==> config.mk <==
export PLATFORM = sky130hd
export DESIGN_NAME = mip_merge
export DESIGN_NICKNAME = d
export VERILOG_FILES = /design/src/rtl/core/mip_pkg.sv /design/src/rtl/core/mip_merge.sv
export SDC_FILE = /design/constraint.sdc
export NUM_CORES = 1
export LEC_CHECK = 0
export BUFFER_PORTS_ARGS = -buffer_cell sky130_fd_sc_hd__buf_2
export CORE_AREA = 2 2 544 546
export DETAILED_ROUTE_END_ITERATION = 10
export DIE_AREA = 0 0 546 548
export SYNTH_ARGS = -nofsm -noshare
export SYNTH_HDL_FRONTEND = slang
export SYNTH_SLANG_ARGS = --single-unit
==> constraint.sdc <==
create_clock -name vclk -period 7.9
set_input_delay 1.185 -clock vclk [all_inputs]
set_output_delay 1.185 -clock vclk [all_outputs]
set_load 0.005 [all_outputs]
==> src/rtl/core/mip_pkg.sv <==
// shared constants, types and record builders for the meshlet index packer
`timescale 1ns / 1ps

package mip_pkg;

  localparam int MAX_VERTS  = 64;
  localparam int LIDX_W     = $clog2(MAX_VERTS);
  localparam int VCNT_W     = $clog2(MAX_VERTS + 1);
  localparam int VAL_W      = 32;
  localparam int PRIM_W     = 8;
  localparam int VLIM_W     = 7;
  localparam int KIND_W     = 2;
  localparam int MAX_RECS   = 6;
  localparam int REC_IDX_W  = $clog2(MAX_RECS + 1);
  localparam int CFG_IDX_W  = 1;
  localparam int CFG_DATA_W = 8;

  localparam logic [VLIM_W-1:0] VLIM_RESET = VLIM_W'(64);
  localparam logic [PRIM_W-1:0] PLIM_RESET = PRIM_W'(126);

  localparam logic [CFG_IDX_W-1:0] CFG_VERTEX_LIMIT    = CFG_IDX_W'(0);
  localparam logic [CFG_IDX_W-1:0] CFG_PRIMITIVE_LIMIT = CFG_IDX_W'(1);

  typedef enum logic [KIND_W-1:0] {
    KIND_VERTEX   = 2'd0,
    KIND_TRIANGLE = 2'd1,
    KIND_MESHLET  = 2'd2
  } rec_kind_t;

  typedef enum logic [1:0] {
    ST_IDLE,
    ST_LOOKUP,
    ST_EMIT
  } mip_state_t;

  typedef struct packed {
    rec_kind_t               kind;
    logic [VAL_W-1:0]        vertex_value;
    logic [LIDX_W-1:0]       local_a;
    logic [LIDX_W-1:0]       local_b;
    logic [LIDX_W-1:0]       local_c;
    logic [PRIM_W-1:0]       prims;
    logic [VCNT_W-1:0]       verts;
    logic [VAL_W-1:0]        unique_offset;
    logic [VAL_W-1:0]        packed_offset;
  } rec_t;

  // meshlet state seen by the merge stage
  typedef struct packed {
    logic                    close;
    logic                    final_tri;
    logic [VCNT_W-1:0]       vert_count;
    logic [PRIM_W-1:0]       prim_count;
    logic [VAL_W-1:0]        unique_base;
    logic [VAL_W-1:0]        packed_base;
    logic [VAL_W-1:0]        unique_total;
    logic [VAL_W-1:0]        packed_total;
  } mip_ctx_t;

  // merge stage results: records plus next meshlet state
  typedef struct packed {
    rec_t [MAX_RECS-1:0]     recs;
    logic [REC_IDX_W-1:0]    rec_cnt;
    logic [2:0]              append;
    logic [LIDX_W-1:0]       local_a;
    logic [LIDX_W-1:0]       local_b;
    logic [LIDX_W-1:0]       local_c;
    logic [VCNT_W-1:0]       vert_count;
    logic [PRIM_W-1:0]       prim_count;
    logic [VAL_W-1:0]        unique_base;
    logic [VAL_W-1:0]        packed_base;
    logic [VAL_W-1:0]        unique_total;
    logic [VAL_W-1:0]        packed_total;
  } mip_merge_t;

  function automatic logic [LIDX_W-1:0] first_set(input logic [MAX_VERTS-1:0] m);
    logic [LIDX_W-1:0] pos;
    pos = '0;
    for (int k = MAX_VERTS - 1; k >= 0; k--) begin
      if (m[k]) begin
        pos = LIDX_W'(k);
      end
    end
    return pos;
  endfunction

  function automatic rec_t mk_vertex(input logic [VAL_W-1:0] value);
    rec_t r;
    r              = '0;
    r.kind         = KIND_VERTEX;
    r.vertex_value = value;
    return r;
  endfunction

  function automatic rec_t mk_triangle(input logic [LIDX_W-1:0] la,
                                       input logic [LIDX_W-1:0] lb,
                                       input logic [LIDX_W-1:0] lc);
    rec_t r;
    r         = '0;
    r.kind    = KIND_TRIANGLE;
    r.local_a = la;
    r.local_b = lb;
    r.local_c = lc;
    return r;
  endfunction

  function automatic rec_t mk_meshlet(input logic [PRIM_W-1:0] prims,
                                      input logic [VCNT_W-1:0] verts,
                                      input logic [VAL_W-1:0]  uoff,
                                      input logic [VAL_W-1:0]  poff);
    rec_t r;
    r               = '0;
    r.kind          = KIND_MESHLET;
    r.prims         = prims;
    r.verts         = verts;
    r.unique_offset = uoff;
    r.packed_offset = poff;
    return r;
  endfunction

endpackage

==> src/rtl/core/mip_merge.sv <==
// merge stage: resolves local indices from the lane hits and builds the records
`timescale 1ns / 1ps

module mip_merge
  import mip_pkg::*;
(
  input  mip_ctx_t             ctx,
  input  logic [VAL_W-1:0]     index_a,
  input  logic [VAL_W-1:0]     index_b,
  input  logic [VAL_W-1:0]     index_c,
  input  logic [MAX_VERTS-1:0] match_a,
  input  logic [MAX_VERTS-1:0] match_b,
  input  logic [MAX_VERTS-1:0] match_c,
  output mip_merge_t           res
);

  logic [VCNT_W-1:0]    cnt0, cnt1, cnt2, cnt3;
  logic [PRIM_W-1:0]    prim0, prim1;
  logic [VAL_W-1:0]     ubase0, pbase0, utotal1, ptotal1;
  logic                 new_a, new_b, new_c;
  logic [LIDX_W-1:0]    la, lb, lc;
  logic [REC_IDX_W-1:0] n;
  rec_t [MAX_RECS-1:0]  recs;

  always_comb begin
    cnt0   = ctx.close ? '0 : ctx.vert_count;
    prim0  = ctx.close ? '0 : ctx.prim_count;
    ubase0 = ctx.close ? ctx.unique_total : ctx.unique_base;
    pbase0 = ctx.close ? ctx.packed_total : ctx.packed_base;
    prim1  = prim0 + PRIM_W'(1);

    // first vertex
    new_a = ~|match_a;
    la    = new_a ? cnt0[LIDX_W-1:0] : first_set(match_a);
    cnt1  = cnt0 + VCNT_W'(new_a);

    // second vertex, may repeat the first
    new_b = 1'b0;
    if (|match_b) begin
      lb = first_set(match_b);
    end else if (index_b == index_a) begin
      lb = la;
    end else begin
      lb    = cnt1[LIDX_W-1:0];
      new_b = 1'b1;
    end
    cnt2 = cnt1 + VCNT_W'(new_b);

    // third vertex, may repeat either earlier one
    new_c = 1'b0;
    if (|match_c) begin
      lc = first_set(match_c);
    end else if (index_c == index_a) begin
      lc = la;
    end else if (index_c == index_b) begin
      lc = lb;
    end else begin
      lc    = cnt2[LIDX_W-1:0];
      new_c = 1'b1;
    end
    cnt3 = cnt2 + VCNT_W'(new_c);

    utotal1 = ctx.unique_total + VAL_W'(new_a) + VAL_W'(new_b) + VAL_W'(new_c);
    ptotal1 = ctx.packed_total + VAL_W'(3);

    recs = '0;
    n    = '0;
    if (ctx.close) begin
      recs[n] = mk_meshlet(ctx.prim_count, ctx.vert_count, ctx.unique_base,
                           ctx.packed_base);
      n = n + REC_IDX_W'(1);
    end
    if (new_a) begin
      recs[n] = mk_vertex(index_a);
      n = n + REC_IDX_W'(1);
    end
    if (new_b) begin
      recs[n] = mk_vertex(index_b);
      n = n + REC_IDX_W'(1);
    end
    if (new_c) begin
      recs[n] = mk_vertex(index_c);
      n = n + REC_IDX_W'(1);
    end
    recs[n] = mk_triangle(la, lb, lc);
    n = n + REC_IDX_W'(1);
    if (ctx.final_tri) begin
      recs[n] = mk_meshlet(prim1, cnt3, ubase0, pbase0);
      n = n + REC_IDX_W'(1);
    end

    res.recs         = recs;
    res.rec_cnt      = n;
    res.append       = {new_c, new_b, new_a};
    res.local_a      = la;
    res.local_b      = lb;
    res.local_c      = lc;
    res.unique_total = utotal1;
    res.packed_total = ptotal1;
    if (ctx.final_tri) begin
      res.vert_count  = '0;
      res.prim_count  = '0;
      res.unique_base = utotal1;
      res.packed_base = ptotal1;
    end else begin
      res.vert_count  = cnt3;
      res.prim_count  = prim1;
      res.unique_base = ubase0;
      res.packed_base = pbase0;
    end
  end

endmodule

# Word level (Yosys, flattened, before mapping)
# Index checks and enable logic that the tools add are counted.
# totals
elab_cells	268
out_inout_bits	953
regBits	0
# op_classes
n_reduce_logical	9
mux	233
eq_ne	3
addsub	13
n_lt_le_gt_ge	10
# op_table
op	count
$bwmux 786	5
$mux 786	4
$demux 131 s3	5
$mux 6	198
$mux 131	6
$reduce_or 64->1	3
$add 32x1->32	3
$eq 32x32->1	3
$mux 79	1
$mux 32	2
$add 32x2->32 const B	1
$add 7x1->7	3
$lt 3x4->1 const B	5
$add 3x1->3 const B	5
$ge 3x1->1 const B	5
$mux 3	4
$add 8x1->8 const B	1
$mux 8	1
$mux 7	1
$mux 1	6
$logic_and 1x1->1	5
$logic_not 1->1	1

# Longest topological paths before layout
# Gate-level depths: netlist of the first run.
# logic_depth
ltp_word	73
ltp_mapped	24
ltp_nobuf	19

# Least setup slack after synthesis of the first run
# Ideal clock, no wire load.
# synth_path
path_type	input-to-output
from	input port match_b[4]
to	output port res[789] (netlist name)
t_required_ns	6.715
arrival_time_ns	6.504
path_buffers	6
path_stages	22
path_slack_ns	0.211
path_cell_list	nor4_1 > nand4_1 > nor4_1 > nand2_1 > inv_1 > buf_2 > clkbuf_1 > fa_1 > clkbuf_1 > clkbuf_1 > nor2_1 > nor2b_1 > inv_1 > ha_1 > xor2_2 > xnor2_2 > o32a_1 > buf_2 > inv_2 > nor4_2 > clkbuf_1 > and2_1
# synth_lines
element	line	source
start, declared	mip_merge.sv:12	input logic [MAX_VERTS-1:0] match_b,
end, declared	mip_merge.sv:14	output mip_merge_t res

==> results.txt, run 1 <==
----------------------------------------------------
[GRT]
  Antenna violations before repair ... 143
  Number of global-route vias before repair ... 25050
  Sum of overflow across all layers after global routing ... 0
  Pin count of the biggest net entering global routing ... 108
  First-pass GRT wire length ... 303500 um
  Global-route total usage across every layer ... 0.1576

[Cells and area]
  Core occupancy in the finished layout ... 0.09458
  Layout cell share with drive strength beyond 1 ... 0.4313
  Growth of design area from synthesis to finish ... 97.94%
  Sequential cell count of the final layout ... 0
  Clock buffer count ... 0
  Reg area ... 0 um^2
  Non-filler cells in the finished layout ... 7947
  Net total in the final layout ... about 4500

[STA]
  Final hold slack ... 2.733 ns
  Max-slew violations ... 0
  Worst slew slack as a fraction of its limit ... 0.1240
  Setup violations, final ... 0
  Upper clock frequency limit ... 131.0 MHz
  Post-route setup TNS ... 0 ns
  Shortest clock period the worst path allows after layout ... about 7.6 ns
  Final Cycle Share ... 0.9661
  Measured slew at the worst slew-check pin ... between 1 and 1.5 ns
  Unrepaired setup endpoints after global routing ... no
  Final Worst Setup Slack ... approximately 0.27 ns
  Count of endpoints failing hold in the final timing report ... 0

[Floorplan]
  Rows ... between 150 and 200
  Placeable core region ... 293100 um^2
  I/O Pins ... ~1400
  Initial core utilization ... 0.04778
  Overall die height ... 548 um
  Die Outline Area ... 299200 um^2
  Die Width ... approximately 550 um

[Critical path]
  Type of the setup path with the least slack ... input pin to output port
  Crit path launch type ... input pin
  Slowest cell on crit path ... sky130_fd_sc_hd__nor4_1
  Arrival time at the worst endpoint ... 6.45 ns
  Cell type group with the largest total delay on the critical path ... simple AND/OR/NAND/NOR gates
  Max incr delay on CP ... a little under 0.6 ns
  Number of buffers and inverters on the critical path ... 5
  Worst-path fanout max ... 80
  Cells along the critical path ... buf_2, nor4_1, nand4_1, nor4_2, nand2_1, inv_2, fa_1, ha_1, inv_1, o21ai_0, ha_1, nand2b_1, or3_1, o32a_2, buf_12, o21ai_0, buf_2
  Worst setup path startpoint ... match_b[9]
  Critical path required time ... 6.71 ns
  Endpoint type of the worst setup path ... output port

[CTS]
  CTS Hold Buffers Added ... 0

[Yosys]
  Cell variety after synth ... 75
  Sequential share of the synthesized area ... 0
  Post-Syn Area per Cell ... 5.349 um^2
  Synth Warn # ... 0
  Syn Inst Count ... 2618
  Netlist area before placement ... 14000 um^2
  Post-synthesis net count ... roughly 3000

[Drt]
  Number of vias after detailed routing ... 27570
  Number of search-and-repair iterations in the first detailed-routing pass ... 5
  Final routed DRC violation total ... 0
  WL per Instance ... 31.46 um
  Wire length after detailed routing ... 250000 um
  Via/cell ratio ... between 3 and 4
  Final ANT Viol Nets ... 0
  First-iteration detailed-routing DRC count ... 2733

[Power]
  Leak ... between 10 and 15 nW
  Worst IR drop on VDD ... 29.22 uV
  Power per standard cell area ... about 50 nW/um^2

[Worst hold path]
  Class of the most critical hold timing path ... input pin to output port
  Startpoint of the most critical hold path ... ctx[56]
  Endpoint of the worst hold-timing path ... res[56]
  Worst Hold Depth ... 3

[Placement]
  IO Port Bufs ... 1386
  Place WS ... -0.6601 ns
  GPL Wtd Cong ... just under 1
  Detailed-placement wirelength estimate ... approximately 220000 um
  Number of placed instances with taps included ... about 7900

[Job]
  Max-Cap Viols ... 0

[Status]
  Run status ... finished, final reports clean

----------------------------------------------------
routing by layer:
metal	global-route usage	routed length [um]
met5	0.005856	715
met4	0.04212	9262
met3	0.06485	29320
met2	0.2427	105500
met1	0.2001	105300
power by group:
part	total, mW	internal (mW)	switching, mW
Clock	0.000000213	0.000000212	0
Sequential	0	0	0
Combinational	1.37	0.382	0.991
repair_timing:
action / in CTS / in global routing
resized for setup: 10 / 3
hold endpoints to repair: 0 / 0
buffers inserted: 0 / 1
endpoints found under the setup margin: 464 / 108
area by class of cell:
type               instances  area (um^2)
multi-input cells       2299        13310
inverters                 92        347.8
well taps               3919         4903
fillers                34760       265300
repair buffers          1609         9084
diodes                    28        70.07
cell usage after synthesis (all sizes together) (3+ instances only):
| master | n | area share |
|---|---|---|
| and2 | 71 | 0.032 |
| a21boi | 3 | 0.0019 |
| xor2 | 74 | 0.047 |
| o32a | 3 | 0.0021 |
| buf | 39 | 0.015 |
| nand2 | 204 | 0.055 |
| or4 | 12 | 0.0067 |
| or2 | 3 | 0.0013 |
| or3 | 6 | 0.0027 |
| nand3 | 197 | 0.070 |
| a2111oi | 3 | 0.0019 |
| o31ai | 14 | 0.0075 |
| and3 | 70 | 0.031 |
| o221ai | 3 | 0.0019 |
| clkbuf | 188 | 0.050 |
| a221oi | 6 | 0.0038 |
| a21oi | 200 | 0.071 |
| mux2i | 68 | 0.049 |
| xnor2 | 110 | 0.069 |
| nand4 | 48 | 0.021 |
| o21ai | 125 | 0.045 |
| nand2b | 6 | 0.0027 |
| nor3 | 67 | 0.029 |
| o211ai | 7 | 0.0038 |
| fa | 3 | 0.0043 |
| and4 | 9 | 0.0056 |
| a21o | 3 | 0.0016 |
| a211oi | 7 | 0.0050 |
| a311oi | 26 | 0.016 |
| nor3b | 3 | 0.0016 |
| inv | 92 | 0.025 |
| ha | 16 | 0.014 |
| nor2b | 19 | 0.0085 |
| o21a | 54 | 0.029 |
| a211o | 4 | 0.0025 |
| nor2 | 724 | 0.19 |
| o21bai | 10 | 0.0054 |
| a31oi | 15 | 0.0093 |
| nor4 | 78 | 0.038 |
| o2111ai | 5 | 0.0031 |
| o311ai | 4 | 0.0025 |
cell usage in the layout (no fill, tap or decap), types with 5 or more instances in the layout:
cell	count
sky130_fd_sc_hd__buf_2	1368
sky130_fd_sc_hd__nor2_1	721
sky130_fd_sc_hd__buf_4	206
sky130_fd_sc_hd__nand2_1	203
sky130_fd_sc_hd__a21oi_1	197
sky130_fd_sc_hd__nand3_1	195
sky130_fd_sc_hd__o21ai_0	120
sky130_fd_sc_hd__xnor2_1	104
sky130_fd_sc_hd__inv_1	88
sky130_fd_sc_hd__xor2_1	71
sky130_fd_sc_hd__and2_1	71
sky130_fd_sc_hd__and3_1	70
sky130_fd_sc_hd__nor4_1	65
sky130_fd_sc_hd__o21a_1	54
sky130_fd_sc_hd__nor3_1	54
sky130_fd_sc_hd__nand4_1	48
sky130_fd_sc_hd__buf_12	33
sky130_fd_sc_hd__mux2i_1	30
sky130_fd_sc_hd__diode_2	28
sky130_fd_sc_hd__mux2i_2	28
sky130_fd_sc_hd__a311oi_1	26
sky130_fd_sc_hd__nor2b_1	18
sky130_fd_sc_hd__ha_1	16
sky130_fd_sc_hd__o31ai_1	13
sky130_fd_sc_hd__nor3_2	12
sky130_fd_sc_hd__or4_1	11
sky130_fd_sc_hd__a31oi_1	10
sky130_fd_sc_hd__mux2i_4	10
sky130_fd_sc_hd__nor4_2	9
sky130_fd_sc_hd__o21bai_1	9
sky130_fd_sc_hd__and4_1	8
sky130_fd_sc_hd__o211ai_1	7
sky130_fd_sc_hd__xnor2_2	6
sky130_fd_sc_hd__or3_1	6
sky130_fd_sc_hd__nand2b_1	6
sky130_fd_sc_hd__o2111ai_1	5
sky130_fd_sc_hd__a221oi_1	5
how the worst max path moves through the flow:
stage | to | slack [ns] | depth (start not counted)
2_1_floorplan | res[789] | 0.21 | 22
3_3_place_gp | res[167] | -0.65 | 21
3_5_place_dp | res[167] | -0.66 | 21
4_1_cts | res[212] | 0.03 | 21
5_1_grt | res[212] | 0.02 | 19
6_report | res[212] | 0.27 | 17
stage by stage:
stage / area (um^2) / total power [mW]
final: 27720 / 1.374
after global routing: 27660 / 1.442
after CTS: 27620 / 1.384
after detailed placement: 27580 / 1.377
after global placement: 27560 / 1.378
after floorplan: 14000 / 0.3569
logic make-up (layout without fill, tap and decap cells):
kind of cell | after synthesis | after routing | synth area share
buffers and inverters | 319 | 1701 | 0.08989
AOI/OAI and AO/OA | 508 | 508 | 0.2251
muxes | 68 | 68 | 0.04861
adders and majority gates | 19 | 19 | 0.01858
other | 0 | 28 | 0
and+or+nand+nor | 1520 | 1520 | 0.5017
xor gates and xnor gates | 184 | 184 | 0.1162
(Power assumes the default switching activity.)
==> run 2: changes to the inputs <==
SETUP_SLACK_MARGIN = 0.4   (was default)
==> run 2 against run 1 <==
  * The run now ends with capacitance limit, slew limit left
  * First-iteration DRC count shrank 1.6%
  * Non-clock buffer count rose by 94
  * Maximum frequency up 4.4%
  * Core utilization up 0.38 points
  * Routed wire length down 1.1%
  * Sequential share of layout area unchanged
  * Global-route usage down 0.19 points
  * Via count rose by 1.1%
  * Clock-buffer cell count unchanged
  * Sequential cell count unchanged
==> results.txt, run 2 (synthesis results as in run 1) <==
----------------------------------------------------
[Cells and area]
  Multi-input gate area in the final layout ... 13470 um^2 (was 13310 um^2)
  Layout Cell Area excl Fill ... 28830 um^2 (was 27720 um^2)
  Net total in the final layout ... 4548 (was 4454)
  Core occupancy in the finished layout ... 0.09836 (was 0.09458)
  # fillers ... 34760 (about the same)
  Leading cell type in the layout, fill and taps excluded ... sky130_fd_sc_hd__buf_2 (unchanged)
  Layout cell share with drive strength beyond 1 ... 0.4494 (was 0.4313)
  Commonest cells after routing, fill and taps aside ... sky130_fd_sc_hd__buf_2 (1358), sky130_fd_sc_hd__nor2_1 (720), sky130_fd_sc_hd__buf_4 (286) (was sky130_fd_sc_hd__buf_2 (1368), sky130_fd_sc_hd__nor2_1 (721), sky130_fd_sc_hd__buf_4 (206))
  Growth of design area from synthesis to finish ... 105.9% (was 97.94%)
  Reg area ... 0 um^2 (unchanged)
  Clock buffer count ... 0 (unchanged)
  Sequential cell count of the final layout ... 0 (unchanged)

[Floorplan]
  Die Width ... 546 um (unchanged)
  Die Outline Area ... 299200 um^2 (unchanged)
  Initial core utilization ... 0.04778 (unchanged)
  I/O Pins ... 1386 (unchanged)
  Rows ... 199 (unchanged)
  Overall die height ... 548 um (unchanged)
  Placeable core region ... 293100 um^2 (unchanged)

[Drt]
  Wire length after detailed routing ... 247200 um (was 250000 um)
  First-iteration detailed-routing DRC count ... 2690 (was 2733)
  Number of search-and-repair iterations in the first detailed-routing pass ... 9 (was 5)
  Final ANT Viol Nets ... 0 (unchanged)
  Number of vias after detailed routing ... 27880 (was 27570)
  WL per Instance ... 30.73 um (was 31.46 um)
  Via/cell ratio ... 3.466 (was 3.469)
  Final routed DRC violation total ... 0 (unchanged)

[STA]
  Unrepaired setup endpoints after global routing ... no (unchanged)
  Post-route setup TNS ... 0 ns (unchanged)
  Worst slew slack as a fraction of its limit ... -0.03550 (was 0.1240)
  Upper clock frequency limit ... 136.8 MHz (was 131.0 MHz)
  Shortest clock period the worst path allows after layout ... 7.311 ns (was 7.632 ns)
  Final hold slack ... 2.754 ns (was 2.733 ns)
  Setup violations, final ... 0 (unchanged)
  Measured slew at the worst slew-check pin ... 1.542 ns (was 1.286 ns)
  Max-slew violations ... 3 (was 0)
  Final Cycle Share ... 0.9254 (was 0.9661)
  Count of endpoints failing hold in the final timing report ... 0 (unchanged)

[GRT]
  Sum of overflow across all layers after global routing ... 0 (unchanged)
  Number of global-route vias before repair ... 25540 (was 25050)
  Global-route total usage across every layer ... 0.1557 (was 0.1576)
  First-pass GRT wire length ... 300100 um (was 303500 um)
  Pin count of the biggest net entering global routing ... 76 (was 108)
  Antenna violations before repair ... 137 (was 143)

[Placement]
  GPL Wtd Cong ... 0.9449 (was 0.9676)
  Detailed-placement wirelength estimate ... 223000 um (was 223800 um)
  Placement-stage cell area ... 28420 um^2 (was 27580 um^2)
  IO Port Bufs ... 1386 (unchanged)

[Critical path]
  Slowest cell on crit path ... sky130_fd_sc_hd__fa_1 (was sky130_fd_sc_hd__nor4_1)
  Cell type group with the largest total delay on the critical path ... buffers and inverters (was simple AND/OR/NAND/NOR gates)
  Max incr delay on CP ... 0.50 ns (was 0.59 ns)
  Type of the setup path with the least slack ... input pin to output port (unchanged)
  Critical path required time ... 6.71 ns (about the same)
  Number of buffers and inverters on the critical path ... 11 (was 5)
  Worst-path fanout max ... 58 (was 80)
  Crit path launch type ... input pin (unchanged)
  Endpoint type of the worst setup path ... output port (unchanged)
  Arrival time at the worst endpoint ... 6.13 ns (was 6.45 ns)
  Cell with the most instances on the worst path ... sky130_fd_sc_hd__buf_4

[CTS]
  CTS Hold Buffers Added ... 0 (unchanged)

[Status]
  Violations in the final reports ... capacitance limit, slew limit
  Run status ... complete, but fails checks (was finished, final reports clean)

[Worst hold path]
  Class of the most critical hold timing path ... input pin to output port (unchanged)

[Job]
  Max-Cap Viols ... 1 (was 0)

----------------------------------------------------
-- run 2: what timing repair did --
item,CTS,global route
resized for setup,15,34
pin swaps,3,7
setup endpoints to repair,658,378
buffers inserted,4,5
-- run 2: cell type report --
cell class | instances | area share
multi-input cells | 2299 | 0.4674
repair buffers | 1703 | 0.3477
well taps | 3919 | 0.1701
inverters | 92 | 0.01207
diodes | 32 | 0.002778
-- run 2: routing by layer --
metal	part of all wire	track usage	vias to the layer above
li1	-	-	12000
met1	0.41	0.1929	13150
met2	0.43	0.2424	2229
met3	0.11	0.06432	471
met4	0.041	0.04977	30
met5	0.00082	0.0009497	-
-- run 2: stage by stage --
stage	instances	setup slack (ns)
3_3_place_gp	8004	-0.4265
4_1_cts	8008	0.4167
2_1_floorplan	2618	0.4021
6_report	8045	0.5890
3_5_place_dp	8004	-0.3925
5_1_grt	8021	0.3941
-- run 2: worst paths after layout --
| kind | from | endpoint | slack [ns] | cells after the start |
|---|---|---|---|---|
| worst max-delay path | index_a[30] | res[171] | 0.59 | 25 |
| worst min-delay path | ctx[57] | res[57] | 2.75 | 3 |
